### src/rtl/core/cfb_pkg.sv
// types, constants and functions of the command frame builder
package cfb_pkg;

   // command word as it arrives
   typedef struct packed {
      logic [7:0]  component_number;
      logic [31:0] value_bits;
   } req_word_type;

   // one frame byte as it leaves
   typedef struct packed {
      logic [7:0] frame_byte;
      logic       frame_last;
   } rsp_word_type;

   // handover from the command register to the frame engine
   typedef struct packed {
      logic         valid;
      req_word_type word;
   } cmd_hand_type;

   localparam int unsigned POS_W = 4;

   // byte positions within a frame
   localparam logic [POS_W-1:0] POS_START  = 4'd0;
   localparam logic [POS_W-1:0] POS_CNT_LO = 4'd1;
   localparam logic [POS_W-1:0] POS_CNT_HI = 4'd2;
   localparam logic [POS_W-1:0] POS_COMP   = 4'd3;
   localparam logic [POS_W-1:0] POS_VAL_0  = 4'd4;
   localparam logic [POS_W-1:0] POS_VAL_1  = 4'd5;
   localparam logic [POS_W-1:0] POS_VAL_2  = 4'd6;
   localparam logic [POS_W-1:0] POS_VAL_3  = 4'd7;
   localparam logic [POS_W-1:0] POS_CRC_LO = 4'd8;
   localparam logic [POS_W-1:0] POS_CRC_HI = 4'd9;

   localparam logic [7:0]  FRAME_START = 8'hAA;
   localparam logic [15:0] CRC_INIT    = 16'hFFFF;
   localparam logic [15:0] CRC_POLY    = 16'h8408;

   // reflected crc-16 over one byte, lsb first
   function automatic logic [15:0] crc_feed(input logic [15:0] crc, input logic [7:0] data);
      logic [15:0] c;
      c = crc ^ {8'h00, data};
      for (int k = 0; k < 8; k++) begin
         if (c[0]) begin
            c = (c >> 1) ^ CRC_POLY;
         end else begin
            c = c >> 1;
         end
      end
      return c;
   endfunction

   // byte of the frame at a given position
   function automatic logic [7:0] frame_byte_sel(
      input logic [POS_W-1:0] pos,
      input req_word_type     word,
      input logic [15:0]      counter,
      input logic [15:0]      crc
   );
      logic [7:0] b;
      case (pos)
         POS_START:  b = FRAME_START;
         POS_CNT_LO: b = counter[7:0];
         POS_CNT_HI: b = counter[15:8];
         POS_COMP:   b = word.component_number;
         POS_VAL_0:  b = word.value_bits[7:0];
         POS_VAL_1:  b = word.value_bits[15:8];
         POS_VAL_2:  b = word.value_bits[23:16];
         POS_VAL_3:  b = word.value_bits[31:24];
         POS_CRC_LO: b = crc[7:0];
         POS_CRC_HI: b = crc[15:8];
         default:    b = 8'h00;
      endcase
      return b;
   endfunction

endpackage

### src/rtl/core/command_frame_builder_crc16.sv
// top level of the command frame builder with crc-16 trailer
//
// req channel: one word carries a component number and 32 raw value bits.
// rsp channel: ten words per command, one frame byte each, frame_last on
// the tenth (crc high byte). Frame: 0xAA, packet counter (lsb first),
// component number, value bits (lsb first), crc-16 (lsb first).
// A command passes through the input register, is loaded into the sequencer
// state, and each frame byte is registered in the output register before it
// appears on rsp. The byte sequencer sends one frame byte per cycle through
// the output register while rsp is not stalled; a waiting command sits in the
// input register so frames follow without a gap.
// Reset clears the packet counter to 0, empties both registers and
// loads the crc with 0xFFFF.
// When rsp_stall is high a valid output word holds and, once the output register is full, the sequencer pauses;
// once the input register is full, req_stall goes high until it drains.
module command_frame_builder_crc16 (
   input  logic                  clock,
   input  logic                  reset,
   input  logic                  req_valid,
   output logic                  req_stall,
   input  cfb_pkg::req_word_type req_data,
   output logic                  rsp_valid,
   input  logic                  rsp_stall,
   output cfb_pkg::rsp_word_type rsp_data
);

   cfb_pkg::cmd_hand_type cmd;
   logic                  cmd_take;

   // input register
   cfb_cmd_buf u_cmd_buf (
      .clock     (clock),
      .reset     (reset),
      .req_valid (req_valid),
      .req_stall (req_stall),
      .req_data  (req_data),
      .cmd       (cmd),
      .cmd_take  (cmd_take)
   );

   // frame engine and output register
   cfb_frame_gen u_frame_gen (
      .clock     (clock),
      .reset     (reset),
      .cmd       (cmd),
      .cmd_take  (cmd_take),
      .rsp_valid (rsp_valid),
      .rsp_stall (rsp_stall),
      .rsp_data  (rsp_data)
   );

endmodule

### src/rtl/core/cfb_cmd_buf.sv
// input register holding one command until the frame engine takes it
module cfb_cmd_buf (
   input  logic                  clock,
   input  logic                  reset,
   input  logic                  req_valid,
   output logic                  req_stall,
   input  cfb_pkg::req_word_type req_data,
   output cfb_pkg::cmd_hand_type cmd,
   input  logic                  cmd_take
);

   logic                  full_ff;
   logic                  full_in;
   cfb_pkg::req_word_type word_ff;
   cfb_pkg::req_word_type word_in;
   logic                  accept;

   // take a word whenever the register is empty
   always_comb begin
      accept  = req_valid && !full_ff;
      full_in = full_ff;
      word_in = word_ff;
      if (accept) begin
         full_in = 1'b1;
         word_in = req_data;
      end else if (cmd_take) begin
         full_in = 1'b0;
      end
   end

   always_ff @(posedge clock) begin
      if (reset) begin
         full_ff <= 1'b0;
      end else begin
         full_ff <= full_in;
      end
   end

   always_ff @(posedge clock) begin
      word_ff <= word_in;
   end

   assign req_stall  = full_ff;
   assign cmd.valid  = full_ff;
   assign cmd.word   = word_ff;

endmodule

### src/rtl/core/cfb_frame_gen.sv
// frame engine: byte sequencer, running crc, packet counter and output register
module cfb_frame_gen (
   input  logic                  clock,
   input  logic                  reset,
   input  cfb_pkg::cmd_hand_type cmd,
   output logic                  cmd_take,
   output logic                  rsp_valid,
   input  logic                  rsp_stall,
   output cfb_pkg::rsp_word_type rsp_data
);

   logic                          active_ff, active_in;
   logic [cfb_pkg::POS_W-1:0]     pos_ff, pos_in;
   logic [15:0]                   crc_ff, crc_in;
   logic [15:0]                   counter_ff, counter_in;
   cfb_pkg::req_word_type         word_ff, word_in;
   logic                          out_valid_ff, out_valid_in;
   cfb_pkg::rsp_word_type         out_data_ff, out_data_in;
   logic                          advance;
   logic                          finish;
   logic                          load;
   logic [7:0]                    cur_byte;

   // step one byte whenever a frame is active and the output register is free or being emptied
   always_comb begin
      advance  = active_ff && (!out_valid_ff || !rsp_stall);
      finish   = advance && (pos_ff == cfb_pkg::POS_CRC_HI);
      load     = cmd.valid && (!active_ff || finish);
      cur_byte = cfb_pkg::frame_byte_sel(pos_ff, word_ff, counter_ff, crc_ff);

      active_in    = active_ff;
      pos_in       = pos_ff;
      crc_in       = crc_ff;
      counter_in   = counter_ff;
      word_in      = word_ff;
      out_valid_in = out_valid_ff;
      out_data_in  = out_data_ff;

      // output register
      if (advance) begin
         out_valid_in           = 1'b1;
         out_data_in.frame_byte = cur_byte;
         out_data_in.frame_last = (pos_ff == cfb_pkg::POS_CRC_HI);
         pos_in                 = pos_ff + 1'b1;
         if (pos_ff < cfb_pkg::POS_CRC_LO) begin
            crc_in = cfb_pkg::crc_feed(crc_ff, cur_byte);
         end
      end else if (out_valid_ff && !rsp_stall) begin
         out_valid_in = 1'b0;
      end

      // end of frame: counter moves on
      if (finish) begin
         active_in  = 1'b0;
         counter_in = counter_ff + 1'b1;
      end

      // start of the next frame
      if (load) begin
         active_in = 1'b1;
         pos_in    = cfb_pkg::POS_START;
         crc_in    = cfb_pkg::CRC_INIT;
         word_in   = cmd.word;
      end
   end

   always_ff @(posedge clock) begin
      if (reset) begin
         active_ff    <= 1'b0;
         pos_ff       <= cfb_pkg::POS_START;
         crc_ff       <= cfb_pkg::CRC_INIT;
         counter_ff   <= 16'h0000;
         out_valid_ff <= 1'b0;
      end else begin
         active_ff    <= active_in;
         pos_ff       <= pos_in;
         crc_ff       <= crc_in;
         counter_ff   <= counter_in;
         out_valid_ff <= out_valid_in;
      end
   end

   always_ff @(posedge clock) begin
      word_ff     <= word_in;
      out_data_ff <= out_data_in;
   end

   assign cmd_take  = load;
   assign rsp_valid = out_valid_ff;
   assign rsp_data  = out_data_ff;

endmodule

### config.mk
export PLATFORM = sky130hd
export DESIGN_NAME = command_frame_builder_crc16
export DESIGN_NICKNAME = d
export VERILOG_FILES = /design/src/rtl/core/cfb_pkg.sv /design/src/rtl/core/command_frame_builder_crc16.sv /design/src/rtl/core/cfb_cmd_buf.sv /design/src/rtl/core/cfb_frame_gen.sv
export SDC_FILE = /design/constraint.sdc
export NUM_CORES = 1
export LEC_CHECK = 0
export BUFFER_PORTS_ARGS = -buffer_cell sky130_fd_sc_hd__buf_2
export CAP_MARGIN = 0
export CORE_ASPECT_RATIO = 0.5
export CORE_MARGIN = 2
export CORE_UTILIZATION = 55
export DETAILED_ROUTE_END_ITERATION = 10
export PLACE_DENSITY = 0.78
export SYNTH_ARGS = -nofsm -noshare
export SYNTH_HDL_FRONTEND = slang
export SYNTH_HIERARCHICAL = 1
export SYNTH_SLANG_ARGS = --single-unit
### constraint.sdc
create_clock -name clock -period 7.1 [get_ports clock]
set_input_delay 1.065 -clock clock [delete_from_list [all_inputs] [get_ports clock]]
set_output_delay 1.065 -clock clock [all_outputs]
set_load 0.01 [all_outputs]
* Word level (Yosys, flattened, before mapping)
Index checks and enable logic that the tools add are counted.
Cells by class: add/subtract/negate cells 2, order comparisons 1, equal/unequal tests 9, mux-type cells 29, bitwise logic cells 9, reduce and logical (&&, ||, !) cells 17
Operators by type and width (number):
- 2-to-1 mux 16 bit | 22
- one-hot mux 8 bit (10 select lines) | 1
- inverter 2 -> 3 bit | 8
- adder 16 x 1 -> 16 bit (second input constant) | 1
- == test 4 x 3 -> 1 bit (second input constant) | 4
- bitwise XOR 16 x 8 -> 16 bit | 1
- == test 4 x 2 -> 1 bit (second input constant) | 2
- == test 4 bit (second input constant) | 2
- 2-to-1 mux 1 bit | 6
- nonzero test 2 bit | 3
- logical AND 1 bit | 5
- adder 4 x 1 -> 4 bit (second input constant) | 1
- == test 4 x 1 -> 1 bit (second input constant) | 1
- zero test 1 bit | 4
- zero test 4 bit | 1
- less-than comparator 4 bit (second input constant) | 1
- logical OR 1 bit | 2
- AND reduction 2 bit | 1
- OR reduction 2 bit | 1
Storage, ports and cells: register bits after elaboration 128, bits of input ports 44, output and inout bits 11, logic and storage cells 79

* Logic depth before layout (Yosys ltp)
Gate-level depths: netlist (run 1).
word-level depth 33, gate-level depth with buffers 11, gate-level depth less buffers 10

* Cells and area by module
The synthesis (run 1) kept the hierarchy.
By module, submodules not included:
- cfb_frame_gen | times used 1, cells an instance 358, area an instance 4026.4 um^2
- cfb_cmd_buf | times used 1, cells an instance 45, area an instance 1248.7 um^2

* Least setup slack after synthesis (run 1)
No wires, ideal clock.
kind input port to flip-flop, start point input rsp_stall, end point register u_frame_gen.crc_ff[0], setup time 0.086 ns, data arrival time 3.298 ns, slack 3.716 ns, stages 6, buffers on the path 0, path through and2_1 > o21ai_0 > and2_1 > nor2_1 > and3_1 > a211oi_1
Between the ends: cells in the longest elaborated chain, start to end 7, elaborated cells between the ends (all ways) 8, those cells by class reduce/logical (8)
Ends and longest elaborated chain:
- start: declaration | RTL line command_frame_builder_crc16.sv:23 | input logic rsp_stall,
- zero test 1 bit | RTL line cfb_frame_gen.sv:26 | advance = active_ff && (!out_valid_ff || !rsp_stall);
- logical OR 1 bit | RTL line cfb_frame_gen.sv:26
- logical AND 1 bit | RTL line cfb_frame_gen.sv:26
- logical AND 1 bit | RTL line cfb_frame_gen.sv:27 | finish = advance && (pos_ff == cfb_pkg::POS_CRC_HI);
- logical OR 1 bit | RTL line cfb_frame_gen.sv:28 | load = cmd.valid && (!active_ff || finish);
- logical AND 1 bit | RTL line cfb_frame_gen.sv:28
- via cmd_take | RTL line command_frame_builder_crc16.sv:28 | logic cmd_take;
- OR reduction 2 bit (no source line)
- end signal: assignment | RTL line cfb_frame_gen.sv:71 | crc_ff <= cfb_pkg::CRC_INIT;
- end signal: assignment | RTL line cfb_frame_gen.sv:77 | crc_ff <= crc_in;
- end: declaration | RTL line cfb_frame_gen.sv:14 | logic [15:0] crc_ff, crc_in;
The timed path passes the listed nets, and every way through them passes these cells. A chain may end at the register's enable or synchronous reset.

* Worst setup path after layout (run 1)
start point register u_frame_gen/pos_ff[1] (netlist name), end point register u_frame_gen.crc_ff[0]
Between the ends: elaborated cells between the ends (all ways) 41, those cells by class order compare (1); eq/ne (9); mux (23); bitwise (2); reduce/logical (6)
RTL lines:
- start: declaration | RTL line cfb_frame_gen.sv:13 | logic [cfb_pkg::POS_W-1:0] pos_ff, pos_in;
- start signal: assignment | RTL line cfb_frame_gen.sv:70 | pos_ff <= cfb_pkg::POS_START;
- start signal: assignment | RTL line cfb_frame_gen.sv:76 | pos_ff <= pos_in;
- == test 4 bit | RTL line cfb_frame_gen.sv:27
- logical AND 1 bit | RTL line cfb_frame_gen.sv:27
- logical OR 1 bit | RTL line cfb_frame_gen.sv:28
- logical AND 1 bit | RTL line cfb_frame_gen.sv:28
- via cmd_take | RTL line command_frame_builder_crc16.sv:28
- OR reduction 2 bit (no source line)
The timed path passes the listed nets, and every way through them passes these cells. The select of a mux whose other input is x is not followed.

==> impl_results.md, run 1 <==
- Status: complete, no violations
- Post-synth EDFFs: 89
- Worst vdd ir: 0.2320 mV
- Data arrival, critical path: 3.92 ns
- Synth Area in Compound Gates: 11.39%
- Lkg Pwr: 2.238 nW
- Synth Area in Adders: 1.186%
- Height of the die: 73.25 um
- CTS Hold Bufs: 0
- Yosys cell types: 59
- Total gr overflow: 0
- WHS: 0.4158 ns
- Vias: 3377
- Crit start category: flip-flop
- Clk root buf: clkbuf_16
- Hold Crit Class: flip-flop to flip-flop
- Actual slew at the worst max-slew pin: 1.051 ns
- Htree depth: 4
- Vias in the first global route: 3204
- Syn_nets: 452
- # DRC: 0
- Worst-skew pair later-pin latency: 0.41 ns
- Number of failing hold endpoints at the final stage: 0
- Gr usage total: 21.17%
- Slew headroom: 29.85%
- Post-CTS sizing: 0
- Top_reg_cell synth: edfxtp_1
- Nets: 505
- Synth area leader: edfxtp_1
- 1st-pass router iterations: 5
- Largest net degree at the start of global routing: 43
- Initial antenna violation count: 0
- Syn_area_per_cell: 13.09 um^2
- Gate Count Post-Synth: 403
- Final setup violation count: 0
- Met1 Track Usage GR: 29.55%
- FF+latch count, synth: 128
- Fraction of layout cells with a size suffix above 1: 20.51%
- Die area: 10440 um^2
- IO Count: 55
- Worst-path clk slew: 0.06 ns
- GR Layer Usage met2: 30.82%
- Final min period: 3.604 ns
- Final ANT Viol Nets: 0
- Busiest grt layer: met2
- Routability Congestion: 0.8540
- Synth Cell Area: 5275 um^2
- Total number of yosys warnings: 6
- Simple-gate share of the synthesized area: 11.43%
- Initial core utilization: 56.21%
- Commonest non-fill, non-tap cells in the layout: edfxtp_1, buf_2, dfxtp_1
- Max-cap violations: 0
- Post-route setup TNS: 0 ns
- Setup bufs post-CTS: 0
- # diodes: 0
- Post-synth top area share: 50.66%
- Site Rows: 25
- Power Dens Cells: 291.1 nW/um^2
- Xor/xnor share of the synthesized area: 6.262%
- Number of vias per cell: 5.733
- Achievable clock frequency: 0.2775 GHz
- Layout area overhead: 16.18%
- Layout fillers: 682
- First-pass GRT wire length: 16.22 mm
- Crit Path Max Fanout: 42
- WL per Instance: 17.20 um
- Total wire length: 10.13 mm
- Worst EP required: 7.41 ns
- Initial DRC count: 325
- Max-slew violations: 0
- CP endpoint kind: flip-flop
- CTS sink cnt: 128
- TritonCTS Buffers: 17
- Crit path kind: flip-flop to flip-flop
- Final cycle utilization of the critical path: 50.76%
- Die width: 142.5 um
- Async SR Flop Fraction: 0%
- Area contributors post-synth: edfxtp_1, dfxtp_1, xor2_1
- Main combinational cell family by area after synthesis: simple AND/OR/NAND/NOR gates
- Commonest non-fill, non-tap cell in the layout: edfxtp_1
- Clock buffer depth: 2
- Unrepaired setup endpoints after global routing: false
- Post-DP HPWL: 6.572 mm
- CTS tree: done
- Input/output buffers: 54
- Global Route met3 Usage: 5.867%
- Post-synthesis sequential area ratio: 65.46%
- Core Area: 9384 um^2
- Post-Route Skew: 0.007345 ns
- Mux cell area share after synthesis: 0.9488%
## routing by layer
layer	vias up	part of all wire, %
li1	1616	-
met1	1595	47
met2	142	44
met3	24	6.7
met4	0	2.2
met5	-	0
## worst max-delay path: stages, from the launching register on
cell and delay [ns]:
dfxtp_1 0.34, inv_1 0.12, ha_1 0.76, nand3b_1 0.22, o21ai_0 0.35, and2_2 0.84, nor2_1 0.37, and3_1 0.29
a211oi_1 0.22
## through the flow
stage | area [um^2] | cells | utilization (%) | total power [mW] | worst slack, ns
after floorplan | 5275 | 403 | - | 0.9623 | 3.716
after global placement | 5583 | 558 | 59.49 | 0.9989 | 3.710
after detailed placement | 5583 | 558 | 59.49 | 1.003 | 3.471
after CTS | 6128 | 589 | 65.31 | 1.796 | 3.458
after global routing | 6128 | 589 | 65.31 | 1.845 | 3.187
final | 6128 | 589 | 65.31 | 1.784 | 3.496
## flip-flops by register name, indices dropped and copies added, names as in the netlist
register                flops
u_frame_gen/pos_ff          4
u_frame_gen/active_ff       1
u_cmd_buf/cmd              40
u_frame_gen/counter_ff     16
u_frame_gen/rsp_data        9
u_frame_gen/rsp_valid       1
u_frame_gen/crc_ff         16
u_frame_gen/word_ff        40
u_cmd_buf/req_stall         1
## synth_stat cells, types with 8 or more instances
library cell and instances:
nand2_1 27, xor2_1 13, nand3_1 21, inv_1 12
nor3_1 9, edfxtp_1 89, clkbuf_1 9, a22oi_1 13
nor2_1 28, dfxtp_1 39, a21oi_1 14, xnor2_1 12
o21ai_0 8
## final timing paths
kind	start	to	slack [ns]	cells past startpoint
worst max-delay path	u_frame_gen/pos_ff[1]	u_frame_gen/crc_ff[0]	3.50	8
worst min-delay path	u_cmd_buf/cmd[6]	u_frame_gen/word_ff[6]	0.42	0
worst max register to register	u_frame_gen/pos_ff[1]	u_frame_gen/crc_ff[0]	3.50	8
worst min register to register	u_cmd_buf/cmd[6]	u_frame_gen/word_ff[6]	0.42	0
## area by class of cell
type	instances	area (um^2)	share of cell area (%)
clock inverters	12	112.6	1.837
flip-flops and latches	128	3453	56.35
multi-input cells	241	1652	26.95
repair buffers	55	277.8	4.532
inverters	13	48.80	0.7962
clock buffers	19	432.9	7.064
well taps	121	151.4	2.470
## power breakdown
| part | total, mW | switching [mW] | internal [mW] | leakage, nW |
|---|---|---|---|---|
| clock | 0.796 | 0.315 | 0.481 | 0.254 |
| combinational | 0.121 | 0.0749 | 0.0462 | 0.831 |
| sequential | 0.867 | 0.0199 | 0.847 | 1.15 |
| total | 1.78 | 0.410 | 1.37 | 2.24 |
## cell families (layout without fill, tap and decap cells)
family                   Yosys count  in the layout
buffers and inverters             34             99
adder cells (fa/ha/maj)            5              5
AO/OA/AOI/OAI                     80             80
XOR/XNOR                          31             31
flip-flops                       128            128
AND/OR/NAND/NOR                  120            120
multiplexers                       5              5
Note: power is estimated with default switching activity, not from simulation.
==> run 2, diff against run 1 <==
==> constraint.sdc (replaced) <==
create_clock -name clock -period 3.61 [get_ports clock]
set_input_delay 0.5415 -clock clock [delete_from_list [all_inputs] [get_ports clock]]
set_output_delay 0.5415 -clock clock [all_outputs]
set_load 0.01 [all_outputs]
==> run 2 against run 1 <==
  * Sequential share of layout area down 0.94 points
  * Critical path type unchanged
  * Largest cell class unchanged
  * Die area stayed put
  * Core utilization rose by 1.1 points
  * Combinational power rose by 98%
  * Worst setup slack worse by 2.9 ns
  * Maximum frequency rose by 18%
  * Cell count increased by 0.85%
  * Largest power group is now the clock network
  * Clock skew is essentially flat
  * Critical endpoint is now u_frame_gen/crc_ff[7]
  * Global-route usage decreased by 0.21 points
==> impl_results.md, run 2 (synthesis gave the netlist of run 1 again) <==
- Pre-CTS setup slack: 0.6928 ns (was 3.471 ns)
- Initial core utilization: 56.21% (unchanged)
- Fraction of layout cells with a size suffix above 1: 21.99% (was 20.51%)
- WL per Instance: 17.11 um (was 17.20 um)
- Setup bufs post-CTS: 0 (unchanged)
- Layout area overhead: 18.15% (was 16.18%)
- Reg-to-Reg Start: u_frame_gen/pos_ff[0] (was u_frame_gen/pos_ff[1])
- CTS Hold Bufs: 0 (unchanged)
- Total Power: 3.732 mW (was 1.784 mW)
- # diodes: 0 (unchanged)
- Final min period: 3.062 ns (was 3.604 ns)
- Post-DP HPWL: 6.835 mm (was 6.572 mm)
- Total wire length: 10.16 mm (was 10.13 mm)
- Clk root buf: clkbuf_16 (unchanged)
- Total gr overflow: 0 (unchanged)
- Commonest non-fill, non-tap cells in the layout: edfxtp_1, buf_2, dfxtp_1 (unchanged)
- Worst Setup EP: u_frame_gen/crc_ff[7] (was u_frame_gen/crc_ff[0])
- Number of failing hold endpoints at the final stage: 0 (unchanged)
- Final setup violation count: 0 (unchanged)
- Reg2reg end: u_frame_gen/crc_ff[7] (was u_frame_gen/crc_ff[0])
- Register area: 3453 um^2 (unchanged)
- Hold Crit Class: input pin to flip-flop (was flip-flop to flip-flop)
- Commonest non-fill, non-tap cell in the layout: edfxtp_1 (unchanged)
- CP endpoint kind: flip-flop (unchanged)
- Final ANT Viol Nets: 0 (unchanged)
- Post-DP Area: 5613 um^2 (was 5583 um^2)
- Max-cap violations: 0 (unchanged)
- Die area: 10440 um^2 (unchanged)
- CTS tree: done (unchanged)
- Vias in the first global route: 3039 (was 3204)
- CTS sink cnt: 128 (unchanged)
- Post-route setup TNS: 0 ns (unchanged)
- Actual slew at the worst max-slew pin: 0.9220 ns (was 1.051 ns)
- Worst-skew pair later-pin latency: 0.42 ns (was 0.41 ns)
- Gr usage total: 20.96% (was 21.17%)
- IO Count: 55 (unchanged)
- Worst EP required: 3.88 ns (was 7.41 ns)
- Core Area: 9384 um^2 (unchanged)
- Final cycle utilization of the critical path: 84.83% (was 50.76%)
- Area of the multi-input gates: 1652 um^2 (unchanged)
- Achievable clock frequency: 0.3265 GHz (was 0.2775 GHz)
- 1st-pass router iterations: 5 (unchanged)
- First-pass GRT wire length: 16.04 mm (was 16.22 mm)
- Vias: 3367 (was 3377)
- Initial antenna violation count: 0 (unchanged)
- Site Rows: 25 (unchanged)
- Height of the die: 73.25 um (unchanged)
- Die width: 142.5 um (unchanged)
- Data arrival, critical path: 3.34 ns (was 3.92 ns)
- Fin worst setup slack: 0.5476 ns (was 3.496 ns)
- Post-route cell area: 6232 um^2 (was 6128 um^2)
- # DRC: 0 (unchanged)
- Crit path kind: flip-flop to flip-flop (unchanged)
- Routability Congestion: 0.9101 (was 0.8540)
- Clock buffer depth: 2 (unchanged)
- Max-slew violations: 0 (unchanged)
- Worst-path clk slew: 0.06 ns (about the same)
- Largest net degree at the start of global routing: 42 (was 43)
- Htree depth: 4 (unchanged)
- Worst r2r path cells: 8 (unchanged)
- Slew headroom: 38.53% (was 29.85%)
- Post-Route Skew: 0.007434 ns (was 0.007345 ns)
- Nets: 509 (was 505)
- Layout fillers: 681 (was 682)
- Number of vias per cell: 5.668 (was 5.733)
- Crit path launch: u_frame_gen/pos_ff[0] (was u_frame_gen/pos_ff[1])
- TritonCTS Buffers: 17 (unchanged)
- R2R setup slack: 0.55 ns (was 3.50 ns)
- Crit Path Max Fanout: 23 (was 42)
- Crit start category: flip-flop (unchanged)
- Power Dens Cells: 598.8 nW/um^2 (was 291.1 nW/um^2)
- Unrepaired setup endpoints after global routing: false (unchanged)
- Status: complete, no violations (unchanged)
- Initial DRC count: 431 (was 325)
- Worst vdd ir: 0.4521 mV (was 0.2320 mV)
- Input/output buffers: 54 (unchanged)
- Post-CTS sizing: 0 (unchanged)
- Lkg Pwr: 2.312 nW (was 2.238 nW)
-- run 2: worst min-delay path by stage --
stage                               to  slack, ns               from  cells after the start
6_report             u_cmd_buf/cmd[21]       0.29       req_data[21]                      1
3_5_place_dp   u_frame_gen/word_ff[11]       0.40  u_cmd_buf/cmd[11]                      0
5_1_grt               u_cmd_buf/cmd[5]       0.28        req_data[5]                      1
3_3_place_gp   u_frame_gen/word_ff[25]       0.40  u_cmd_buf/cmd[25]                      0
4_1_cts               u_cmd_buf/cmd[0]       0.28        req_data[0]                      1
2_1_floorplan   u_frame_gen/word_ff[0]       0.40   u_cmd_buf/cmd[0]                      0
-- run 2: power by group --
part	switching (mW)	leakage [nW]	internal, mW
sequential	0.0420	1.15	1.67
clock	0.677	0.306	1.11
combinational	0.147	0.852	0.0920
-- run 2: worst max-delay path: stages, from the launching register on --
cell and delay, ns:
dfxtp_1 0.41, ha_1 0.75, a22oi_1 0.20, o221ai_1 0.38
nor2_1 0.19, nand3_1 0.13, o2111ai_1 0.20, a2111oi_0 0.56
a211oi_1 0.11
-- run 2: per-stage QoR --
step | utilization, % | std cells | hold slack [ns]
after floorplan | - | 403 | 0.4003
after global placement | 59.81 | 562 | 0.4029
after detailed placement | 59.81 | 562 | 0.4045
after CTS | 66.41 | 594 | 0.2805
after global routing | 66.41 | 594 | 0.2827
final | 66.41 | 594 | 0.2940
-- run 2: layer usage --
metal	wire, um	vias to the layer above	part of all wire [%]	GRT usage [%]
met2	4289	133	42	28.63
met5	0	-	0	0
li1	-	1625	-	-
met1	4877	1593	48	30.86
met3	830	16	8.2	7.692
met4	166	0	1.6	7.371
-- run 2: cell type report --
cell class / instances / area share (%)
flip-flops and latches: 128 / 55.41
multi-input cells: 241 / 26.50
clock buffers: 17 / 6.826
repair buffers: 59 / 4.939
clock inverters: 15 / 3.112
well taps: 121 / 2.429
inverters: 13 / 0.7830
